<file path="src/hw/rtl/wep_pkg.sv">
// wep_pkg: shared types, constants and the saturation helper of the edge projector
// used by the sine, lane, merge and top modules of the block, depends on nothing

package wep_pkg;

    typedef enum logic [2:0] {
        CFG_SPEED_X  = 3'd0,
        CFG_SPEED_Y  = 3'd1,
        CFG_VIEW     = 3'd2,
        CFG_ZOOM     = 3'd3,
        CFG_CENTER_X = 3'd4,
        CFG_CENTER_Y = 3'd5
    } t_cfg_idx;

    localparam logic ACT_TICK = 1'b0;
    localparam logic ACT_EDGE = 1'b1;

    localparam logic [30:0] POLY_C1 = 31'd1686629713;
    localparam logic [30:0] POLY_C3 = 31'd693598669;
    localparam logic [30:0] POLY_C5 = 31'd85569306;
    localparam logic [30:0] POLY_C7 = 31'd5026997;
    localparam logic [30:0] POLY_C9 = 31'd172272;

    localparam logic signed [20:0] MIN_Z = 21'sd819;

    typedef struct packed {
        logic signed [15:0] snx;
        logic signed [15:0] csx;
        logic signed [15:0] sny;
        logic signed [15:0] csy;
    } t_trig;

    typedef struct packed {
        logic [15:0] view_distance;
        logic [15:0] zoom;
        logic [11:0] center_x;
        logic [11:0] center_y;
    } t_view;

    typedef struct packed {
        logic               valid;
        logic signed [15:0] sx;
        logic signed [15:0] sy;
    } t_point;

    function automatic logic signed [15:0] sat16(input logic signed [36:0] v);
        logic signed [15:0] r;
        if (v > 37'sd32767) begin
            r = 16'sh7FFF;
        end else if (v < -37'sd32768) begin
            r = 16'sh8000;
        end else begin
            r = v[15:0];
        end
        return r;
    endfunction

endpackage

</file>
<file path="src/hw/rtl/wep_sine.sv">
// wep_sine: sine of a quantised phase, odd degree 9 polynomial on one shared multiplier
// depends on wep_pkg

module wep_sine import wep_pkg::*; #(
    parameter int ENTRIES = 1024
) (
    input  logic               i_clk,
    input  logic               i_rst_n,
    input  logic               i_start,
    input  logic [15:0]        i_phase,
    input  logic               i_cos,
    output logic               o_done,
    output logic signed [15:0] o_value
);
    localparam int IW = $clog2(ENTRIES);
    localparam int NW = $clog2(ENTRIES + 1);
    localparam logic [26:0] QN = 27'((64'd1 << 32) / 64'(ENTRIES));
    localparam logic [16:0] RN = 17'((64'd1 << 32) % 64'(ENTRIES));
    localparam logic [16:0] NK = 17'(ENTRIES);

    typedef enum logic [2:0] {
        S_IDLE = 3'b001,
        S_DIV  = 3'b010,
        S_POLY = 3'b100
    } t_state;

    t_state             r_state;
    logic [4:0]         r_cnt;
    logic [2:0]         r_step;
    logic [IW-1:0]      r_idx;
    logic [31:0]        r_t;
    logic [16:0]        r_q;
    logic [17:0]        r_rem;
    logic [31:0]        r_quot;
    logic               r_cos;
    logic [1:0]         r_quad;
    logic [30:0]        r_z, r_z2, r_h;
    logic               r_done;
    logic signed [15:0] r_value;

    logic [15+NW:0] w_idx_prod;
    logic [57:0]    w_tq;
    logic [32:0]    w_qn, w_rm;
    logic [31:0]    w_t;
    logic [30:0]    w_ma, w_mb;
    logic [61:0]    w_prod;
    logic [32:0]    w_vr;

    // turn = idx * (2^32 div N) + (idx * (2^32 mod N)) div N, the last by reciprocal
    assign w_idx_prod = (16 + NW)'(i_phase) * (16 + NW)'(ENTRIES);
    assign w_tq       = 58'(r_t) * 58'(QN);
    assign w_qn       = 33'(r_q) * 33'(NK);
    assign w_rm       = {1'b0, r_t} - w_qn;
    assign w_t        = r_quot + {r_cos, 31'd0} / 2;
    assign w_prod     = 62'(w_ma) * 62'(w_mb);
    assign w_vr       = {1'b0, w_prod[61:30]} + 33'd32768;

    always_comb begin
        w_ma = r_z2;
        w_mb = r_h;
        case (r_step)
            3'd1:    begin w_ma = r_z;  w_mb = r_z;    end
            3'd2:    begin w_ma = r_z2; w_mb = POLY_C9; end
            3'd6:    begin w_ma = r_z;  w_mb = r_h;    end
            default: begin w_ma = r_z2; w_mb = r_h;    end
        endcase
    end

    always_ff @(posedge i_clk) begin
        if (!i_rst_n) begin
            r_state <= S_IDLE;
            r_done  <= 1'b0;
            r_cnt   <= '0;
            r_step  <= '0;
        end else begin
            r_done <= 1'b0;
            unique case (r_state)
                S_IDLE: begin
                    if (i_start) begin
                        r_state <= S_DIV;
                        r_cnt   <= '0;
                    end
                end
                S_DIV: begin
                    r_cnt <= r_cnt + 1'b1;
                    if (r_cnt == 5'd3) begin
                        r_state <= S_POLY;
                        r_step  <= '0;
                    end
                end
                S_POLY: begin
                    r_step <= r_step + 1'b1;
                    if (r_step == 3'd6) begin
                        r_state <= S_IDLE;
                        r_done  <= 1'b1;
                    end
                end
                default: r_state <= S_IDLE;
            endcase
        end
    end

    always_ff @(posedge i_clk) begin
        if (r_state == S_IDLE && i_start) begin
            r_idx <= w_idx_prod[15+IW:16];
            r_cos <= i_cos;
        end
        if (r_state == S_DIV) begin
            case (r_cnt)
                5'd0: begin
                    r_t    <= 32'(r_idx) * 32'(RN);
                    r_quot <= 32'(r_idx) * 32'(QN);
                end
                5'd1: r_q   <= w_tq[48:32];
                5'd2: r_rem <= w_rm[17:0];
                default: r_quot <= r_quot + 32'(r_q) + 32'(r_rem >= 18'(NK));
            endcase
        end
        if (r_state == S_POLY) begin
            case (r_step)
                3'd0: begin
                    r_quad <= w_t[31:30];
                    r_z    <= w_t[30] ? 31'h4000_0000 - {1'b0, w_t[29:0]} : {1'b0, w_t[29:0]};
                end
                3'd1: r_z2 <= w_prod[60:30];
                3'd2: r_h  <= POLY_C7 - w_prod[60:30];
                3'd3: r_h  <= POLY_C5 - w_prod[60:30];
                3'd4: r_h  <= POLY_C3 - w_prod[60:30];
                3'd5: r_h  <= POLY_C1 - w_prod[60:30];
                default: begin
                    r_value <= r_quad[1] ? -$signed(w_vr[31:16]) : $signed(w_vr[31:16]);
                end
            endcase
        end
    end

    assign o_done  = r_done;
    assign o_value = r_value;

endmodule

</file>
<file path="config.mk">
export PLATFORM = sky130hd
export DESIGN_NAME = wep_sine
export DESIGN_NICKNAME = d
export VERILOG_FILES = /design/src/hw/rtl/wep_pkg.sv /design/src/hw/rtl/wep_sine.sv
export SDC_FILE = /design/constraint.sdc
export NUM_CORES = 2
export LEC_CHECK = 0
export ABC_AREA = 0
export BUFFER_PORTS_ARGS = -buffer_cell sky130_fd_sc_hd__buf_2
export CORE_MARGIN = 5
export CORE_UTILIZATION = 60
export CTS_CLUSTER_DIAMETER = 150
export DETAILED_ROUTE_END_ITERATION = 7
export PLACE_DENSITY = 0.76
export SKIP_LAST_GASP = 1
export SYNTH_ARGS = -nofsm -noshare
export SYNTH_HDL_FRONTEND = slang
export SYNTH_SLANG_ARGS = --single-unit
</file>
<file path="constraint.sdc">
create_clock -name i_clk -period 26.1 [get_ports i_clk]
set_input_delay 2.61 -clock i_clk [delete_from_list [all_inputs] [get_ports i_clk]]
set_output_delay 2.61 -clock i_clk [all_outputs]
set_load 0.05 [all_outputs]
</file>
==> out/metrics.cfg <==
[route]
via_count=30820
viasPerCell=6.02
antenna_left=0
drt_pass1_iterations=6
drt_iter0_markers=2544
drc_errors=0
routedWlPerCell_um=22.7
wl_mm=116

[clocking]
cts_tree=done
hold_buffers=0
cts_htree_levels=4
numCtsBuffers=17
cts.sink_count=121
insertion_delay_ns=0.44
post_cts_buffers=0
ctsRootBufferMaster=clkbuf_16
cts_resized=0
clockBufferDepth=2
clkSlewWorstSetupHoldPaths_ns=0.06

[sta]
rsz0062_at_grt=no
maxSlewHeadroom=0.152
drv_slew=0
skew_ns=0.0144
tns_ns=0
worst_pin_slew_ns=1.24
hold_violations=0
fin_ws_ns=12.31
layout_min_cycle_time_ns=13.79
finalCritPeriodShare=0.528
fmax_mhz=72.5
finalSetupViolations=0

[worst_setup_path]
crit_top_cell=fa_1
worst_path_max_delay_cell=nand2_1
critPathMaxStageDelay_ns=0.84
r2r_cells=41
startpoint_type=flip-flop
end_kind=flip-flop
required_ns=26.27
cp_data_arrival_time_ns=13.96
critPathMaxFanout=62
worstSetupPathType=flip-flop to flip-flop

[yosys]
synth.area.mux_share=0.00865
synth-compound-area-share=0.0772
async_reset_ff_frac=0
synth_top_family_by_area=adder cells
syn-num-nets=5491
synth.avg_cell_area_sq_um=8.82
synth_top_area_cell=fa_1
yosys-top-cells-area=fa_1 44%, ha_1 9.3%, edfxtp_1 8.5%
syn_inst=4350
netlist_area_sq_um=38300
synth_edf_count=109
synth_most_common_cell=fa_1
ys_seq_area_frac=0.0916
synth_seq_cells=121
synth-xor-area-share=0.0228
synth-simple-area-share=0.165
synth_top_cell_area_share=0.437
synth_cell_types=98
synth_common_cells=837 x fa_1, 821 x inv_1, 612 x nor2_1
synthAdderAreaFrac=0.530
synthFlopType=edfxtp_1
yosys_warnings=0

[flow_run]
maxCapViolCount=0

[worst_hold_path]
hold_depth=0
hold_path.class=flip-flop to flip-flop

[grt]
grt_start_max_net_pins=63
grt_pass1_vias=32359
track_usage=0.342
grt_pass1_wl_mm=183
gr-total-overflow=0
antenna_found_initial=4

[place]
portBuffers=30
pre_cts_slack_ns=12.51
dp_hpwl_mm=93.3
place_congestion=1.05

[power]
total_power_mw=0.463
power_leakage_nw=19.3
ir_worst_vdd_uv=56.4
power.density_nw_per_um2=11.6

[die]
die_x_um=263
dieArea_sq_um=69100
num_rows=92
coreArea_sq_um=63200
die_y_um=263
start_util=0.607
io_pins=37

[finish]
nets=5403
fill_cells=5207
area_growth_pct=4.32
final_layout_size_suffix_gt1_frac=0.0531
multiInputGateArea_sq_um=30900
seq_area_sq_um=3510

[run_status]
status=finished, final reports clean

==> stage by stage <==
step / hold WS, ns / utilization / cell area [sq um] / instances
3_5_place_dp: 0.405 / 0.624 / 39400 / 5089
2_1_floorplan: 0.400 / - / 38300 / 4350
5_1_grt: 0.415 / 0.633 / 40000 / 5121
6_report: 0.409 / 0.633 / 40000 / 5122
4_1_cts: 0.415 / 0.633 / 40000 / 5121
3_3_place_gp: 0.401 / 0.624 / 39400 / 5089
==> where the power goes <==
group,switching [mW],internal [mW]
logic,0.00347,0.00226
clock network,0.102,0.144
registers,0.000719,0.211
==> worst max-delay path: cells and delay by family (launching register included) <==
kind | cells | cell delay [ns]
AND/OR/NAND/NOR | 4 | 1.62
adder cells (fa/ha/maj) | 11 | 5.07
XOR/XNOR | 2 | 0.78
buffers and inverters | 8 | 0.97
flip-flops | 1 | 0.38
AO/OA/AOI/OAI | 16 | 4.61
==> registers in the layout (all words and copies together), names as in the netlist, 3 cells and up <==
signal / flops
r_h: 31
r_step: 3
r_idx: 10
r_quot: 10
r_z2: 31
r_cnt: 5
o_value: 16
r_state: 3
r_z: 9
==> final timing paths <==
kind / startpoint / to / slack [ns]
worst min register to register: r_idx[1]$_DFFE_PP_ / r_quot[23]$_DFFE_PP_ / 0.41
worst max-delay path: r_step[1]$_SDFFE_PN0P_ / r_h[30]$_DFFE_PP_ / 12.31
worst max register to register: r_step[1]$_SDFFE_PN0P_ / r_h[30]$_DFFE_PP_ / 12.31
worst min-delay path: r_idx[1]$_DFFE_PP_ / r_quot[23]$_DFFE_PP_ / 0.41
==> metal layers <==
layer  GRT usage  routed length (um)  up-vias
li1            -                   -    13203
met1       0.435               42500    15559
met2       0.543               52700     1641
met3      0.0737               12200      417
met4       0.203                9070        0
met5           0                   0        -
==> kinds of logic after synthesis <==
group / after synthesis
AOI/OAI and AO/OA: 443
buffers and inverters: 1055
DFF: 121
and+or+nand+nor: 1476
xor gates and xnor gates: 100
muxes: 32
adders and majority gates: 1123
==> cell usage in the layout, fill, tap and decap left out, drive strengths merged, types with 9 or more instances in the layout <==
master	count
o21a	18
a211oi	22
nor2	612
nor3	35
o211ai	13
a21oi	136
dfxtp	12
and2	52
or3	11
mux2	9
o21bai	10
xor2	22
mux2i	23
and3	16
a22oi	13
ha	284
nand3	44
xnor2	78
fa	837
nand4	33
nand2	584
edfxtp	109
clkbuf	17
buf	122
o31ai	12
nor2b	10
inv	832
a22o	10
o21ai	92
nor4	13
nand2b	23
a21o	36
==> final cells by class <==
type / instances / area share
Multi-Input combinational cell: 3174 / 0.772
Sequential cell: 121 / 0.0878
Inverter: 826 / 0.0775
Tap cell: 846 / 0.0265
Timing Repair Buffer: 122 / 0.0210
Clock buffer: 17 / 0.0106
Clock inverter: 15 / 0.00438
Antenna cell: 1 / 0.0000626
Power figures use the tool's default switching activity.
