`src/hw/rtl/wep_pkg.sv`:
```
// wep_pkg: shared types, constants and the saturation helper of the edge projector
// used by the sine, lane, merge and top modules of the block, depends on nothing

package wep_pkg;

    typedef enum logic [2:0] {
        CFG_SPEED_X  = 3'd0,
        CFG_SPEED_Y  = 3'd1,
        CFG_VIEW     = 3'd2,
        CFG_ZOOM     = 3'd3,
        CFG_CENTER_X = 3'd4,
        CFG_CENTER_Y = 3'd5
    } t_cfg_idx;

    localparam logic ACT_TICK = 1'b0;
    localparam logic ACT_EDGE = 1'b1;

    localparam logic [30:0] POLY_C1 = 31'd1686629713;
    localparam logic [30:0] POLY_C3 = 31'd693598669;
    localparam logic [30:0] POLY_C5 = 31'd85569306;
    localparam logic [30:0] POLY_C7 = 31'd5026997;
    localparam logic [30:0] POLY_C9 = 31'd172272;

    localparam logic signed [20:0] MIN_Z = 21'sd819;

    typedef struct packed {
        logic signed [15:0] snx;
        logic signed [15:0] csx;
        logic signed [15:0] sny;
        logic signed [15:0] csy;
    } t_trig;

    typedef struct packed {
        logic [15:0] view_distance;
        logic [15:0] zoom;
        logic [11:0] center_x;
        logic [11:0] center_y;
    } t_view;

    typedef struct packed {
        logic               valid;
        logic signed [15:0] sx;
        logic signed [15:0] sy;
    } t_point;

    function automatic logic signed [15:0] sat16(input logic signed [36:0] v);
        logic signed [15:0] r;
        if (v > 37'sd32767) begin
            r = 16'sh7FFF;
        end else if (v < -37'sd32768) begin
            r = 16'sh8000;
        end else begin
            r = v[15:0];
        end
        return r;
    endfunction

endpackage

```
`src/hw/rtl/wep_div.sv`:
```
// wep_div: restoring serial divider, one quotient bit per cycle
// depends on nothing

module wep_div #(
    parameter int NW = 35,
    parameter int DW = 20
) (
    input  logic          i_clk,
    input  logic          i_rst_n,
    input  logic          i_start,
    input  logic [NW-1:0] i_num,
    input  logic [DW-1:0] i_den,
    output logic          o_done,
    output logic [NW-1:0] o_quot
);
    localparam int CW = $clog2(NW + 1);

    logic          r_busy, r_done;
    logic [CW-1:0] r_cnt;
    logic [NW-1:0] r_num;
    logic [DW-1:0] r_rem, r_den;
    logic [DW:0]   w_sh, w_sub;
    logic          w_bit;

    assign w_sh  = {r_rem, r_num[NW-1]};
    assign w_sub = w_sh - {1'b0, r_den};
    assign w_bit = (w_sh >= {1'b0, r_den});

    always_ff @(posedge i_clk) begin
        if (!i_rst_n) begin
            r_busy <= 1'b0;
            r_done <= 1'b0;
            r_cnt  <= '0;
        end else begin
            r_done <= 1'b0;
            if (i_start) begin
                r_busy <= 1'b1;
                r_cnt  <= '0;
            end else if (r_busy) begin
                r_cnt <= r_cnt + 1'b1;
                if (r_cnt == CW'(NW - 1)) begin
                    r_busy <= 1'b0;
                    r_done <= 1'b1;
                end
            end
        end
    end

    always_ff @(posedge i_clk) begin
        if (i_start) begin
            r_num <= i_num;
            r_den <= i_den;
            r_rem <= '0;
        end else if (r_busy) begin
            r_num <= {r_num[NW-2:0], w_bit};
            r_rem <= w_bit ? w_sub[DW-1:0] : w_sh[DW-1:0];
        end
    end

    assign o_done = r_done;
    assign o_quot = r_num;

endmodule

```
`src/hw/rtl/wep_merge.sv`:
```
// wep_merge: combines the two projected endpoints into six quad vertices, or none if they coincide
// depends on wep_pkg and wep_div

module wep_merge import wep_pkg::*; (
    input  logic        i_clk,
    input  logic        i_rst_n,
    input  logic        i_start,
    input  t_point      i_a,
    input  t_point      i_b,
    output logic        o_ready,
    output logic        o_tvalid,
    input  logic        i_tready,
    output logic [31:0] o_tdata,   // vertex_x, vertex_y
    output logic        o_tlast    // is_last
);
    typedef enum logic [6:0] {
        S_IDLE = 7'b0000001,
        S_SQX  = 7'b0000010,
        S_SQY  = 7'b0000100,
        S_SQRT = 7'b0001000,
        S_NUM  = 7'b0010000,
        S_DIV  = 7'b0100000,
        S_EMIT = 7'b1000000
    } t_state;

    t_state             r_state;
    logic signed [15:0] r_ax, r_ay, r_bx, r_by;
    logic signed [16:0] r_dx, r_dy;
    logic [41:0]        r_v, r_r, r_bit;
    logic [25:0]        r_nx, r_ny;
    logic [20:0]        r_len;
    logic               r_negx, r_negy, r_div_go;
    logic signed [22:0] r_ox, r_oy;
    logic [2:0]         r_k;
    logic               r_ovalid, r_olast;
    logic signed [15:0] r_vx, r_vy;

    logic signed [16:0] w_m;
    logic signed [33:0] w_sq;
    logic [41:0]        w_t;
    logic [16:0]        w_adx, w_ady;
    logic [25:0]        w_qx, w_qy;
    logic               w_done_x, w_done_y;
    logic               w_load, w_use_a, w_plus;
    logic signed [22:0] w_vx, w_vy;

    assign w_m   = (r_state == S_SQX) ? r_dx : r_dy;
    assign w_sq  = w_m * w_m;
    assign w_t   = r_r + r_bit;
    assign w_adx = r_dx[16] ? 17'(-r_dx) : 17'(r_dx);
    assign w_ady = r_dy[16] ? 17'(-r_dy) : 17'(r_dy);

    wep_div #(.NW(26), .DW(21)) u_div_x (
        .i_clk   (i_clk),
        .i_rst_n (i_rst_n),
        .i_start (r_div_go),
        .i_num   (r_nx),
        .i_den   (r_len),
        .o_done  (w_done_x),
        .o_quot  (w_qx)
    );

    wep_div #(.NW(26), .DW(21)) u_div_y (
        .i_clk   (i_clk),
        .i_rst_n (i_rst_n),
        .i_start (r_div_go),
        .i_num   (r_ny),
        .i_den   (r_len),
        .o_done  (w_done_y),
        .o_quot  (w_qy)
    );

    // corner order a+ a- b- a+ b- b+
    assign w_use_a = (r_k == 3'd0) || (r_k == 3'd1) || (r_k == 3'd3);
    assign w_plus  = (r_k == 3'd0) || (r_k == 3'd3) || (r_k == 3'd5);
    assign w_vx    = w_plus ? 23'(w_use_a ? r_ax : r_bx) + r_ox
                            : 23'(w_use_a ? r_ax : r_bx) - r_ox;
    assign w_vy    = w_plus ? 23'(w_use_a ? r_ay : r_by) + r_oy
                            : 23'(w_use_a ? r_ay : r_by) - r_oy;
    assign w_load  = (r_state == S_EMIT) && (!r_ovalid || i_tready);

    always_ff @(posedge i_clk) begin
        if (!i_rst_n) begin
            r_state  <= S_IDLE;
            r_div_go <= 1'b0;
            r_ovalid <= 1'b0;
            r_k      <= '0;
        end else begin
            r_div_go <= 1'b0;
            if (w_load) begin
                r_ovalid <= 1'b1;
            end else if (i_tready) begin
                r_ovalid <= 1'b0;
            end
            unique case (r_state)
                S_IDLE: begin
                    if (i_start) begin
                        r_state <= S_SQX;
                    end
                end
                S_SQX: begin
                    r_state <= (r_dx == '0 && r_dy == '0) ? S_IDLE : S_SQY;
                end
                S_SQY: r_state <= S_SQRT;
                S_SQRT: begin
                    if (r_bit == 42'd1) begin
                        r_state <= S_NUM;
                    end
                end
                S_NUM: begin
                    r_state  <= S_DIV;
                    r_div_go <= 1'b1;
                end
                S_DIV: begin
                    if (w_done_x && w_done_y) begin
                        r_state <= S_EMIT;
                        r_k     <= '0;
                    end
                end
                S_EMIT: begin
                    if (w_load) begin
                        r_k <= r_k + 1'b1;
                        if (r_k == 3'd5) begin
                            r_state <= S_IDLE;
                        end
                    end
                end
                default: r_state <= S_IDLE;
            endcase
        end
    end

    always_ff @(posedge i_clk) begin
        if (r_state == S_IDLE && i_start) begin
            r_ax <= i_a.sx;
            r_ay <= i_a.sy;
            r_bx <= i_b.sx;
            r_by <= i_b.sy;
            r_dx <= 17'(i_b.sx) - 17'(i_a.sx);
            r_dy <= 17'(i_b.sy) - 17'(i_a.sy);
        end
        if (r_state == S_SQX) begin
            r_v <= 42'(w_sq[33:0]);
        end
        if (r_state == S_SQY) begin
            r_v   <= {r_v[33:0] + w_sq[33:0], 8'd0};
            r_r   <= '0;
            r_bit <= 42'd1 << 40;
        end
        if (r_state == S_SQRT) begin
            if (r_v >= w_t) begin
                r_v <= r_v - w_t;
                r_r <= (r_r >> 1) + r_bit;
            end else begin
                r_r <= r_r >> 1;
            end
            r_bit <= r_bit >> 2;
        end
        if (r_state == S_NUM) begin
            r_len  <= r_r[20:0];
            r_nx   <= {1'b0, w_ady[15:0], 9'd0} + 26'(r_r[20:1]);
            r_ny   <= {1'b0, w_adx[15:0], 9'd0} + 26'(r_r[20:1]);
            r_negx <= ~r_dy[16];
            r_negy <= r_dx[16];
        end
        if (r_state == S_DIV && w_done_x) begin
            r_ox <= r_negx ? -$signed({1'b0, w_qx[21:0]}) : $signed({1'b0, w_qx[21:0]});
            r_oy <= r_negy ? -$signed({1'b0, w_qy[21:0]}) : $signed({1'b0, w_qy[21:0]});
        end
        if (w_load) begin
            r_vx    <= sat16(37'(w_vx));
            r_vy    <= sat16(37'(w_vy));
            r_olast <= (r_k == 3'd5);
        end
    end

    assign o_ready  = (r_state == S_IDLE);
    assign o_tvalid = r_ovalid;
    assign o_tdata  = {r_vy, r_vx};
    assign o_tlast  = r_olast;

endmodule

```
`config.mk`:
```
export PLATFORM = sky130hd
export DESIGN_NAME = wep_merge
export DESIGN_NICKNAME = d
export VERILOG_FILES = /design/src/hw/rtl/wep_pkg.sv /design/src/hw/rtl/wep_div.sv /design/src/hw/rtl/wep_merge.sv
export SDC_FILE = /design/constraint.sdc
export NUM_CORES = 2
export LEC_CHECK = 0
export BUFFER_PORTS_ARGS = -buffer_cell sky130_fd_sc_hd__buf_2
export CAP_MARGIN = 0
export CORE_AREA = 2 2 329 331
export DETAILED_ROUTE_END_ITERATION = 10
export DIE_AREA = 0 0 331 333
export PLACE_DENSITY_LB_ADDON = 0.08
export SYNTH_ARGS = -nofsm -noshare
export SYNTH_HDL_FRONTEND = slang
export SYNTH_SLANG_ARGS = --single-unit
```
`constraint.sdc`:
```
create_clock -name i_clk -period 24.9 [get_ports i_clk]
set_input_delay 2.49 -clock i_clk [delete_from_list [all_inputs] [get_ports i_clk]]
set_output_delay 2.49 -clock i_clk [all_outputs]
set_load 0.1 [all_outputs]
```
==> metrics.txt <==
post-route cell area=roughly 47000 um^2; FP Rows=120; Tightest Pin Transition=between 1000 and 1500 ps; CP Data Required Time=approximately 25000 ps; Yosys cell types=90; # diodes=0; Crit-path slowest cell=a2111oi_0; # setup viols final=0; gp weighted congestion=between 0.8 and 0.9; WL final=approximately 110000 um; data arrival time of the worst path=between 10000 and 15000 ps; Initial Util=39.7%; CP Max Fanout=41; Die ar.=110000 um^2; skew final=29.8 ps; initial antenna violation count=3; cts repair resizes=0; crit path buf inv count=6; hpwl dp=between 80000 and 90000 um; vias in the first global route=roughly 32000; status=complete, no violations; Routed WL per cell=~19 um; TNS Setup=0 ps; Top delay family on crit path=adder cells; TritonCTS clock tree=built; die width=between 300 and 400 um; Post-Syn Nets=between 5000 and 6000; placed cell area=around 44000 um^2; DRT met1 WL=roughly 52000 um; I/O Buffers=102; Crit. End Element=flip-flop; Most used DFF post-synth=edfxtp_1; syn_area_per_cell=roughly 9.6 um^2; IO Count=105; clk buf depth=3; synthesized area=between 40000 and 50000 um^2; top layer in use=met4; core area=107000 um^2; gr ovfl total=0; Nets=between 5000 and 6000; HP Class=flip-flop to flip-flop; Ys Warns=0; Via-to-Cell Ratio=between 5 and 6; layout cell share with drive strength beyond 1=~8%; Antenna Nets Post-Route=0; RSZ-0062 raised after global routing=no; Cells after Synth=roughly 4400; met3 wire len=approximately 3400 um; Synth async-reset ratio=0%; GRT Overall Usage=20.5%; Clock Pin Slew Worst Setup and Hold Paths=about 60 ps; Max Cap Viol=0; max incr delay on CP=approximately 650 ps; DRT Pass-1 Iters=7; CP dominant cell by count=fa_1; filler instances=10520; sequential-to-total area share from yosys stat=a little under a third; setup bufs post-CTS=0; vias=roughly 31000; Skew-Pair Late Insertion Delay=~660 ps; largest net degree at the start of global routing=roughly 80; Final Hold Fails=0; CTS Buf Count=between 50 and 60; DRC=0; first-pass GRT wire length=178000 um; relative slew slack=between 20% and 30%; root buffer cell=clkbuf_16; Area Overhead vs Synth=10.1%; Fmax=roughly 86 MHz; number of synthesized flops with an enable pin=around 370; CTS sink count=480; Iter 0 DRT Violations=1837; H-tree Lvls=2; DR WL met2=approximately 55000 um; Max Slew Vio Count=0; final critical-path share of the clock period=a little under half; Hold Buf Count CTS=0; Worst setup SP type=flip-flop; flops & latches, synth=480; Die H=333 um; WS Path Type=flip-flop to flip-flop; post-route minimum period=11680 ps
final cells by class:
cell class                 count  area [um^2]  share of cell area [%]
timing repair buffer         141          803                    1.72
clock buffer                  74         1590                    3.42
clock inverter                34          484                    1.04
tap                         1403         1760                    3.77
inverter                     538         2020                    4.34
sequential                   480        13300                    28.6
multi-input combinational   3279        26600                    57.1
placed cells by master (no fill, tap or decap), types with 16 or more instances in the layout:
cell	Yosys	layout
nor4_1	18	18
nand2_1	351	350
edfxtp_1	369	369
and2_1	42	39
nor3_1	57	56
o21a_1	27	27
fa_1	278	278
dfxtp_1	111	110
a31oi_1	55	55
ha_1	360	360
nand4_1	32	32
xor2_1	149	149
o41ai_1	22	22
mux2i_1	23	20
o31ai_1	38	38
or4_1	16	16
a21oi_1	247	247
and3_1	22	22
xnor2_1	279	279
or3_1	23	23
nor2b_1	53	53
buf_2	7	102
a211oi_1	68	68
o21ai_0	213	212
nand2b_1	35	35
nand3_1	53	53
buf_4	0	39
clkbuf_16	0	60
inv_1	533	533
mux2_2	67	67
o21bai_1	46	45
nor2_1	382	380
a221oi_1	26	26
a21o_1	78	78
a31o_2	16	16
path summary, 6_finish.rpt:
path	start	to	slack (ps)	cells past startpoint
setup / recovery	r_state[6]	r_v[41]	13220	39
hold / removal	r_len[20]	u_div_x.r_den[20]	410	0
setup reg to reg	r_state[6]	r_v[41]	13220	39
hold reg to reg	r_len[20]	u_div_x.r_den[20]	410	0
cells by family (layout without fill, tap and decap cells):
| family | after synthesis | after routing | share of synthesized area [%] |
|---|---|---|---|
| adder cells (fa/ha/maj) | 638 | 638 | 23.8 |
| multiplexers | 90 | 90 | 2.33 |
| AO/OA/AOI/OAI | 988 | 988 | 15.3 |
| AND/OR/NAND/NOR | 1133 | 1133 | 12.3 |
| flip-flops | 480 | 480 | 31.5 |
| XOR/XNOR | 430 | 430 | 8.97 |
| buffers and inverters | 649 | 787 | 5.81 |
metrics by stage:
| step | std cells | hold slack [ps] | util [%] | setup WS [ps] |
|---|---|---|---|---|
| 2_1_floorplan | 4408 | 400 | - | 15150 |
| 3_3_place_gp | 5841 | 401 | 41.7 | 13510 |
| 3_5_place_dp | 5841 | 405 | 41.7 | 13490 |
| 4_1_cts | 5949 | 415 | 43.7 | 13410 |
| 5_1_grt | 5949 | 422 | 43.7 | 12350 |
| 6_report | 5949 | 414 | 43.7 | 13220 |
layer usage:
layer / global-route usage, % / vias up
li1: - / 15546
met1: 27.9 / 15178
met2: 35.2 / 469
met3: 1.97 / 138
met4: 4.82 / 0
met5: 0 / -
cells in the mapped netlist, types with 46 or more instances:
cell type	number	area [um^2]
xor2_1	149	1310
xnor2_1	279	2440
o21bai_1	46	345
nand3_1	53	265
nor2_1	382	1430
o21ai_0	213	1070
nor3_1	57	285
edfxtp_1	369	11100
a211oi_1	68	510
nor2b_1	53	332
a31oi_1	55	344
fa_1	278	5570
mux2_2	67	754
dfxtp_1	111	2220
nand2_1	351	1320
inv_1	533	2000
clkbuf_1	100	375
a21o_1	78	586
ha_1	360	4500
a21oi_1	247	1240
state kept, by name (all words and copies together) (netlist names), 21 cells and up:
register,flops
r_bit,21
r_nx,26
r_ox,23
r_oy,23
r_r,42
r_v,42
u_div_x.o_quot,26
u_div_x.r_den,21
u_div_x.r_rem,21
u_div_y.o_quot,26
u_div_y.r_rem,21
Power is left out: the tool's default activity adds up to more than one toggle a clock period on the data nets, which glitch-free logic cannot reach.
