### config.mk
export PLATFORM = sky130hd
export DESIGN_NAME = wep_lane
export DESIGN_NICKNAME = d
export VERILOG_FILES = /design/src/hw/rtl/wep_pkg.sv /design/src/hw/rtl/wep_div.sv /design/src/hw/rtl/wep_lane.sv
export SDC_FILE = /design/constraint.sdc
export NUM_CORES = 2
export LEC_CHECK = 0
export BUFFER_PORTS_ARGS = -buffer_cell sky130_fd_sc_hd__buf_2
export CORE_UTILIZATION = 40
export DETAILED_ROUTE_END_ITERATION = 10
export SLEW_MARGIN = 0
export SYNTH_ARGS = -nofsm -noshare
export SYNTH_HDL_FRONTEND = slang
export SYNTH_HIERARCHICAL = 1
export SYNTH_SLANG_ARGS = --single-unit
### constraint.sdc
create_clock -name i_clk -period 37 [get_ports i_clk]
set_clock_uncertainty 0.2 [all_clocks]
set_input_delay 3.7 -clock i_clk [delete_from_list [all_inputs] [get_ports i_clk]]
set_output_delay 3.7 -clock i_clk [all_outputs]
set_load 0.02 [all_outputs]
### src/hw/rtl/wep_pkg.sv
// wep_pkg: shared types, constants and the saturation helper of the edge projector
// used by the sine, lane, merge and top modules of the block, depends on nothing

package wep_pkg;

    typedef enum logic [2:0] {
        CFG_SPEED_X  = 3'd0,
        CFG_SPEED_Y  = 3'd1,
        CFG_VIEW     = 3'd2,
        CFG_ZOOM     = 3'd3,
        CFG_CENTER_X = 3'd4,
        CFG_CENTER_Y = 3'd5
    } t_cfg_idx;

    localparam logic ACT_TICK = 1'b0;
    localparam logic ACT_EDGE = 1'b1;

    localparam logic [30:0] POLY_C1 = 31'd1686629713;
    localparam logic [30:0] POLY_C3 = 31'd693598669;
    localparam logic [30:0] POLY_C5 = 31'd85569306;
    localparam logic [30:0] POLY_C7 = 31'd5026997;
    localparam logic [30:0] POLY_C9 = 31'd172272;

    localparam logic signed [20:0] MIN_Z = 21'sd819;

    typedef struct packed {
        logic signed [15:0] snx;
        logic signed [15:0] csx;
        logic signed [15:0] sny;
        logic signed [15:0] csy;
    } t_trig;

    typedef struct packed {
        logic [15:0] view_distance;
        logic [15:0] zoom;
        logic [11:0] center_x;
        logic [11:0] center_y;
    } t_view;

    typedef struct packed {
        logic               valid;
        logic signed [15:0] sx;
        logic signed [15:0] sy;
    } t_point;

    function automatic logic signed [15:0] sat16(input logic signed [36:0] v);
        logic signed [15:0] r;
        if (v > 37'sd32767) begin
            r = 16'sh7FFF;
        end else if (v < -37'sd32768) begin
            r = 16'sh8000;
        end else begin
            r = v[15:0];
        end
        return r;
    endfunction

endpackage

### src/hw/rtl/wep_div.sv
// wep_div: restoring serial divider, one quotient bit per cycle
// depends on nothing

module wep_div #(
    parameter int NW = 35,
    parameter int DW = 20
) (
    input  logic          i_clk,
    input  logic          i_rst_n,
    input  logic          i_start,
    input  logic [NW-1:0] i_num,
    input  logic [DW-1:0] i_den,
    output logic          o_done,
    output logic [NW-1:0] o_quot
);
    localparam int CW = $clog2(NW + 1);

    logic          r_busy, r_done;
    logic [CW-1:0] r_cnt;
    logic [NW-1:0] r_num;
    logic [DW-1:0] r_rem, r_den;
    logic [DW:0]   w_sh, w_sub;
    logic          w_bit;

    assign w_sh  = {r_rem, r_num[NW-1]};
    assign w_sub = w_sh - {1'b0, r_den};
    assign w_bit = (w_sh >= {1'b0, r_den});

    always_ff @(posedge i_clk) begin
        if (!i_rst_n) begin
            r_busy <= 1'b0;
            r_done <= 1'b0;
            r_cnt  <= '0;
        end else begin
            r_done <= 1'b0;
            if (i_start) begin
                r_busy <= 1'b1;
                r_cnt  <= '0;
            end else if (r_busy) begin
                r_cnt <= r_cnt + 1'b1;
                if (r_cnt == CW'(NW - 1)) begin
                    r_busy <= 1'b0;
                    r_done <= 1'b1;
                end
            end
        end
    end

    always_ff @(posedge i_clk) begin
        if (i_start) begin
            r_num <= i_num;
            r_den <= i_den;
            r_rem <= '0;
        end else if (r_busy) begin
            r_num <= {r_num[NW-2:0], w_bit};
            r_rem <= w_bit ? w_sub[DW-1:0] : w_sh[DW-1:0];
        end
    end

    assign o_done = r_done;
    assign o_quot = r_num;

endmodule

### src/hw/rtl/wep_lane.sv
// wep_lane: rotates and projects one endpoint to screen space
// depends on wep_pkg and wep_div

module wep_lane import wep_pkg::*; (
    input  logic               i_clk,
    input  logic               i_rst_n,
    input  logic               i_start,
    input  logic signed [15:0] i_x,
    input  logic signed [15:0] i_y,
    input  logic signed [15:0] i_z,
    input  t_trig              i_trig,
    input  t_view              i_view,
    output t_point             o_res
);
    typedef enum logic [6:0] {
        S_IDLE = 7'b0000001,
        S_ROT  = 7'b0000010,
        S_ZC   = 7'b0000100,
        S_NUMX = 7'b0001000,
        S_NUMY = 7'b0010000,
        S_DIV  = 7'b0100000,
        S_DONE = 7'b1000000
    } t_state;

    t_state             r_state;
    logic [2:0]         r_step;
    logic signed [15:0] r_x, r_y, r_z;
    logic signed [37:0] r_acc;
    logic signed [19:0] r_y1, r_z1, r_x2, r_z2;
    logic [17:0]        r_zc;
    logic [34:0]        r_nx, r_ny;
    logic               r_negx, r_negy, r_div_go;
    logic signed [15:0] r_sx, r_sy;

    logic signed [19:0] w_ma;
    logic signed [15:0] w_mb;
    logic               w_sub;
    logic signed [35:0] w_prod;
    logic signed [37:0] w_sum, w_rnd;
    logic signed [20:0] w_zc;
    logic signed [19:0] w_nsrc;
    logic signed [36:0] w_nm, w_nabs;
    logic [34:0]        w_num;
    logic [34:0]        w_qx, w_qy;
    logic               w_done_x, w_done_y;
    logic signed [36:0] w_scr_x, w_scr_y;

    always_comb begin
        w_ma  = 20'(r_y);
        w_mb  = i_trig.csx;
        w_sub = 1'b0;
        case (r_step)
            3'd0: begin w_ma = 20'(r_y); w_mb = i_trig.csx; end
            3'd1: begin w_ma = 20'(r_z); w_mb = i_trig.snx; w_sub = 1'b1; end
            3'd2: begin w_ma = 20'(r_y); w_mb = i_trig.snx; end
            3'd3: begin w_ma = 20'(r_z); w_mb = i_trig.csx; end
            3'd4: begin w_ma = 20'(r_x); w_mb = i_trig.csy; end
            3'd5: begin w_ma = r_z1;     w_mb = i_trig.sny; end
            3'd6: begin w_ma = r_z1;     w_mb = i_trig.csy; end
            default: begin w_ma = 20'(r_x); w_mb = i_trig.sny; w_sub = 1'b1; end
        endcase
    end

    assign w_prod = w_ma * w_mb;
    assign w_sum  = w_sub ? r_acc - 38'(w_prod) : r_acc + 38'(w_prod);
    assign w_rnd  = w_sum + 38'sd8192;

    assign w_zc   = 21'(r_z2) + $signed({5'd0, i_view.view_distance});
    assign w_nsrc = (r_state == S_NUMX) ? r_x2 : r_y1;
    assign w_nm   = w_nsrc * $signed({1'b0, i_view.zoom});
    assign w_nabs = w_nm[36] ? -w_nm : w_nm;
    assign w_num  = w_nabs[34:0] + 35'({r_zc, 1'b0});

    wep_div #(.NW(35), .DW(20)) u_div_x (
        .i_clk   (i_clk),
        .i_rst_n (i_rst_n),
        .i_start (r_div_go),
        .i_num   (r_nx),
        .i_den   ({r_zc, 2'b00}),
        .o_done  (w_done_x),
        .o_quot  (w_qx)
    );

    wep_div #(.NW(35), .DW(20)) u_div_y (
        .i_clk   (i_clk),
        .i_rst_n (i_rst_n),
        .i_start (r_div_go),
        .i_num   (r_ny),
        .i_den   ({r_zc, 2'b00}),
        .o_done  (w_done_y),
        .o_quot  (w_qy)
    );

    assign w_scr_x = r_negx ? $signed({21'd0, i_view.center_x, 4'd0}) - $signed({2'b0, w_qx})
                            : $signed({21'd0, i_view.center_x, 4'd0}) + $signed({2'b0, w_qx});
    assign w_scr_y = r_negy ? $signed({21'd0, i_view.center_y, 4'd0}) - $signed({2'b0, w_qy})
                            : $signed({21'd0, i_view.center_y, 4'd0}) + $signed({2'b0, w_qy});

    always_ff @(posedge i_clk) begin
        if (!i_rst_n) begin
            r_state  <= S_IDLE;
            r_step   <= '0;
            r_div_go <= 1'b0;
        end else begin
            r_div_go <= 1'b0;
            unique case (r_state)
                S_IDLE, S_DONE: begin
                    if (i_start) begin
                        r_state <= S_ROT;
                        r_step  <= '0;
                    end
                end
                S_ROT: begin
                    r_step <= r_step + 1'b1;
                    if (r_step == 3'd7) begin
                        r_state <= S_ZC;
                    end
                end
                S_ZC:   r_state <= S_NUMX;
                S_NUMX: r_state <= S_NUMY;
                S_NUMY: begin
                    r_state  <= S_DIV;
                    r_div_go <= 1'b1;
                end
                S_DIV: begin
                    if (w_done_x && w_done_y) begin
                        r_state <= S_DONE;
                    end
                end
                default: r_state <= S_IDLE;
            endcase
        end
    end

    always_ff @(posedge i_clk) begin
        if ((r_state == S_IDLE || r_state == S_DONE) && i_start) begin
            r_x <= i_x;
            r_y <= i_y;
            r_z <= i_z;
        end
        if (r_state == S_ROT) begin
            case (r_step)
                3'd1:    r_y1  <= w_rnd[33:14];
                3'd3:    r_z1  <= w_rnd[33:14];
                3'd5:    r_x2  <= w_rnd[33:14];
                3'd7:    r_z2  <= w_rnd[33:14];
                default: r_acc <= 38'(w_prod);
            endcase
        end
        if (r_state == S_ZC) begin
            r_zc <= (w_zc < MIN_Z) ? 18'(MIN_Z) : w_zc[17:0];
        end
        if (r_state == S_NUMX) begin
            r_nx   <= w_num;
            r_negx <= w_nm[36];
        end
        if (r_state == S_NUMY) begin
            r_ny   <= w_num;
            r_negy <= w_nm[36];
        end
        if (r_state == S_DIV && w_done_x) begin
            r_sx <= sat16(w_scr_x);
            r_sy <= sat16(w_scr_y);
        end
    end

    assign o_res.valid = (r_state == S_DONE);
    assign o_res.sx    = r_sx;
    assign o_res.sy    = r_sy;

endmodule

==> flow_summary_export.csv <==
group,metric,value,unit
outcome,status,"finished clean",
sta,worstMarginPinSlew,1.28,ns
sta,slew_viol_final,0,
floorplan,ios,204,
detailed_routing,viasPerCell,5.37,
setup_path,startpoint,"i_trig[35]",
global_route,antenna_found_initial,11,
floorplan,rows,133,
cts,htreeDepth,2,
synth,synth_edf_count,394,
synth,avgSynthCellArea,9.40,um2
sta,fin_tns_setup,0,ns
cts,cts_setup_buffers,0,
synth,synth_seq_cells,461,
cts,insertion_delay,0.66,ns
synth,synth.distinct_cells,117,
cts,clk_pin_slew,0.06,ns
sta,fmax,71.9,MHz
cts,cts.sinks,461,
floorplan,dieHeight,368,um
sta,finalCriticalPeriod,13.91,ns
cells_and_area,fin_nets,6951,
cells_and_area,multiInputGateArea,36000,um2
floorplan,start_util,40.5,%
synth,netlist_area,53400,um2
synth,synth_top_area_share,23.6,%
detailed_routing,vias,40800,
setup_path,end_kind,"flip-flop",
floorplan,core,132000,um2
setup_path,arrival,14.12,ns
synth,syn_inst,5685,
hold_path,worstHoldPathType,"reg2reg",
sta,hold_viol,0,
cts,clockRootBuffer,"clkbuf_16",
cells_and_area,layout-area-overhead-vs-synth,8.93,%
setup_path,worstPathMaxFanout,8,
placed_design,dp.cells,7494,
setup_path,cp-endpoint,"r_y1[19]",
synth,ys.flop_type,"edfxtp_1",
synth,yosysMostFrequentCell,"inv_1",
global_route,track_usage,21.9,%
run,cap_violations,0,
floorplan,design.die.area,135000,um2
cts,cts_resized,0,
setup_path,crit_type,"in2reg",
synth,synthTopCellsByArea,"fa_1 24%, edfxtp_1 22%, ha_1 8.2%, inv_1 6.4%, nand2_1 4.5%",
detailed_routing,firstDrtPassIters,9,
hold_path,min_from,"u_div_y/r_cnt[5]",
sta,setup_viol,0,
setup_path,ff2ff_path_depth,43,
global_route,overflow,0,
cts,hold_buffers,0,
sta,rsz0062_at_grt,"no",
detailed_routing,ant_nets,0,
setup_path,reg2reg_slack,24.19,ns
setup_path,cp_common_cell,"fa_1",
setup_path,rr_startpoint,"r_state[6]",
setup_path,reg2reg_to,"r_ny[33]",
sta,maxSlewHeadroom,14.6,%
cells_and_area,seq_area,13200,um2
setup_path,critPathMaxStageDelay,0.55,ns
detailed_routing,wirelength,148000,um
placed_design,gp_congestion,0.919,
cts,cts-buffers-inserted,57,
global_route,grt_max_degree,58,
cells_and_area,final_util,44.1,%
synth,yosysTopAreaCell,"fa_1",
sta,fin_ws,23.09,ns
sta,fin_crit_sh,37.6,%
setup_path,crit_path_top_delay_cell,"fa_1",
setup_path,crit_required,37.21,ns
cells_and_area,drive_gt1_share,9.47,%
global_route,grt_pass1_wl,235000,um
placed_design,dp_hpwl,120000,um
placed_design,portBuffers,203,
cells_and_area,stdcell_count,7605,
cells_and_area,fillers,12800,
detailed_routing,drt_iter0_markers,2902,
synth,async_flop_share,0,%
synth,ys_seq_area_share,24.7,%
synth,ys_warn_count,6,
placed_design,post-place-ws,22.47,ns
detailed_routing,detail_route.wl_per_cell,19.4,um
detailed_routing,drc,0,
cts,tritoncts,"yes",
setup_path,startpoint_type,"input pin",
global_route,first_global_vias,41800,
floorplan,die_w,368,um
cts,cts_buffer_depth,3,
synth,synth_common_cells,"906 x inv_1, 645 x nand2_1, 631 x fa_1",
==> logic make-up after synthesis <==
kind of cell | after synthesis | share of synthesized area [%]
AOI/OAI and AO/OA | 1003 | 13.2
xor gates and xnor gates | 309 | 5.09
adders and majority gates | 982 | 31.9
buffers and inverters | 1118 | 8.02
DFF | 461 | 24.7
muxes | 91 | 1.88
other | 1 | 0.00702
and+or+nand+nor | 1720 | 15.3
==> worst max-delay path, delay by kind of cell <==
kind | cells | cell delay [ns]
buffers and inverters | 5 | 0.28
and+or+nand+nor | 13 | 3.12
AOI/OAI and AO/OA | 9 | 2.71
adders and majority gates | 8 | 3.41
xor gates and xnor gates | 4 | 0.86
==> cell type report <==
cell class                      instances  share of cell area, %
Multi-Input combinational cell       4109                   61.9
Timing Repair Buffer                  261                   2.49
Clock buffer                           70                   2.67
Tap cell                             1755                   3.77
Clock inverter                         38                  0.677
Sequential cell                       461                   22.6
Antenna cell                            3                 0.0129
Inverter                              908                   5.86
==> stage by stage <==
step	area, um2	hold WS (ns)
5_1_grt	58200	0.308
6_report	58200	0.287
3_3_place_gp	56300	0.271
4_1_cts	58200	0.291
2_1_floorplan	53400	0.243
3_5_place_dp	56300	0.278
==> registers in the layout (all words and copies together) (netlist names), 18 cells and up <==
register	count
r_nx	35
u_div_x/r_rem	20
r_zc	18
r_z1	20
u_div_x/r_den	20
u_div_y/r_rem	20
r_acc	34
r_x2	20
r_z2	20
u_div_y/r_den	20
r_y1	20
u_div_x/o_quot	35
r_ny	35
u_div_y/o_quot	35
==> routing by layer <==
metal  routed length (um)  global-route usage, %  part of all wire, %  vias up
li1                     -                      -                    -    19300
met1                65400                   29.3                   44    20200
met2                69900                   37.0                   47     1163
met3                 7840                   2.72                  5.3      224
met4                 4400                   6.55                  3.0        6
met5                   35                      0                0.024        -
==> worst min path at each step <==
stage	end	depth (start not counted)
after CTS	u_div_x/o_done	2
after detailed placement	u_div_y/o_done	2
final	u_div_y/o_done	2
after global placement	u_div_y/r_cnt[5]	2
after global routing	u_div_x/o_done	2
after floorplan	u_div_x/o_done	2
==> layout by cell type, fill, tap and decap left out, types with 14 or more instances in the layout <==
cell / synthesis / routed
a21o_1: 84 / 84
xor2_1: 89 / 88
a31oi_1: 39 / 39
dfxtp_1: 67 / 66
ha_1: 351 / 351
o21a_1: 57 / 57
inv_1: 906 / 906
o21bai_1: 36 / 36
buf_2: 14 / 203
nor2b_1: 22 / 22
o21ai_0: 169 / 167
nand4_1: 46 / 46
nor3_1: 71 / 71
o21ai_1: 30 / 32
nor4_1: 26 / 25
nand2_1: 645 / 645
edfxtp_1: 394 / 394
xnor2_1: 219 / 219
clkbuf_16: 0 / 59
a211oi_1: 36 / 36
and2_1: 167 / 166
mux2i_1: 15 / 15
or3_1: 26 / 26
a2111oi_0: 14 / 14
nand3_1: 95 / 95
a311oi_1: 19 / 19
buf_4: 3 / 58
mux2_2: 76 / 76
a21oi_1: 218 / 218
o31ai_1: 35 / 35
and3_1: 44 / 44
fa_1: 631 / 631
o22ai_1: 14 / 14
nor2_1: 404 / 401
or2_2: 25 / 25
a222oi_1: 29 / 29
o211ai_1: 23 / 23
nand2b_1: 49 / 49
Power is left out: the tool's default activity adds up to more than one toggle a clock period on the data nets, which glitch-free logic cannot reach.
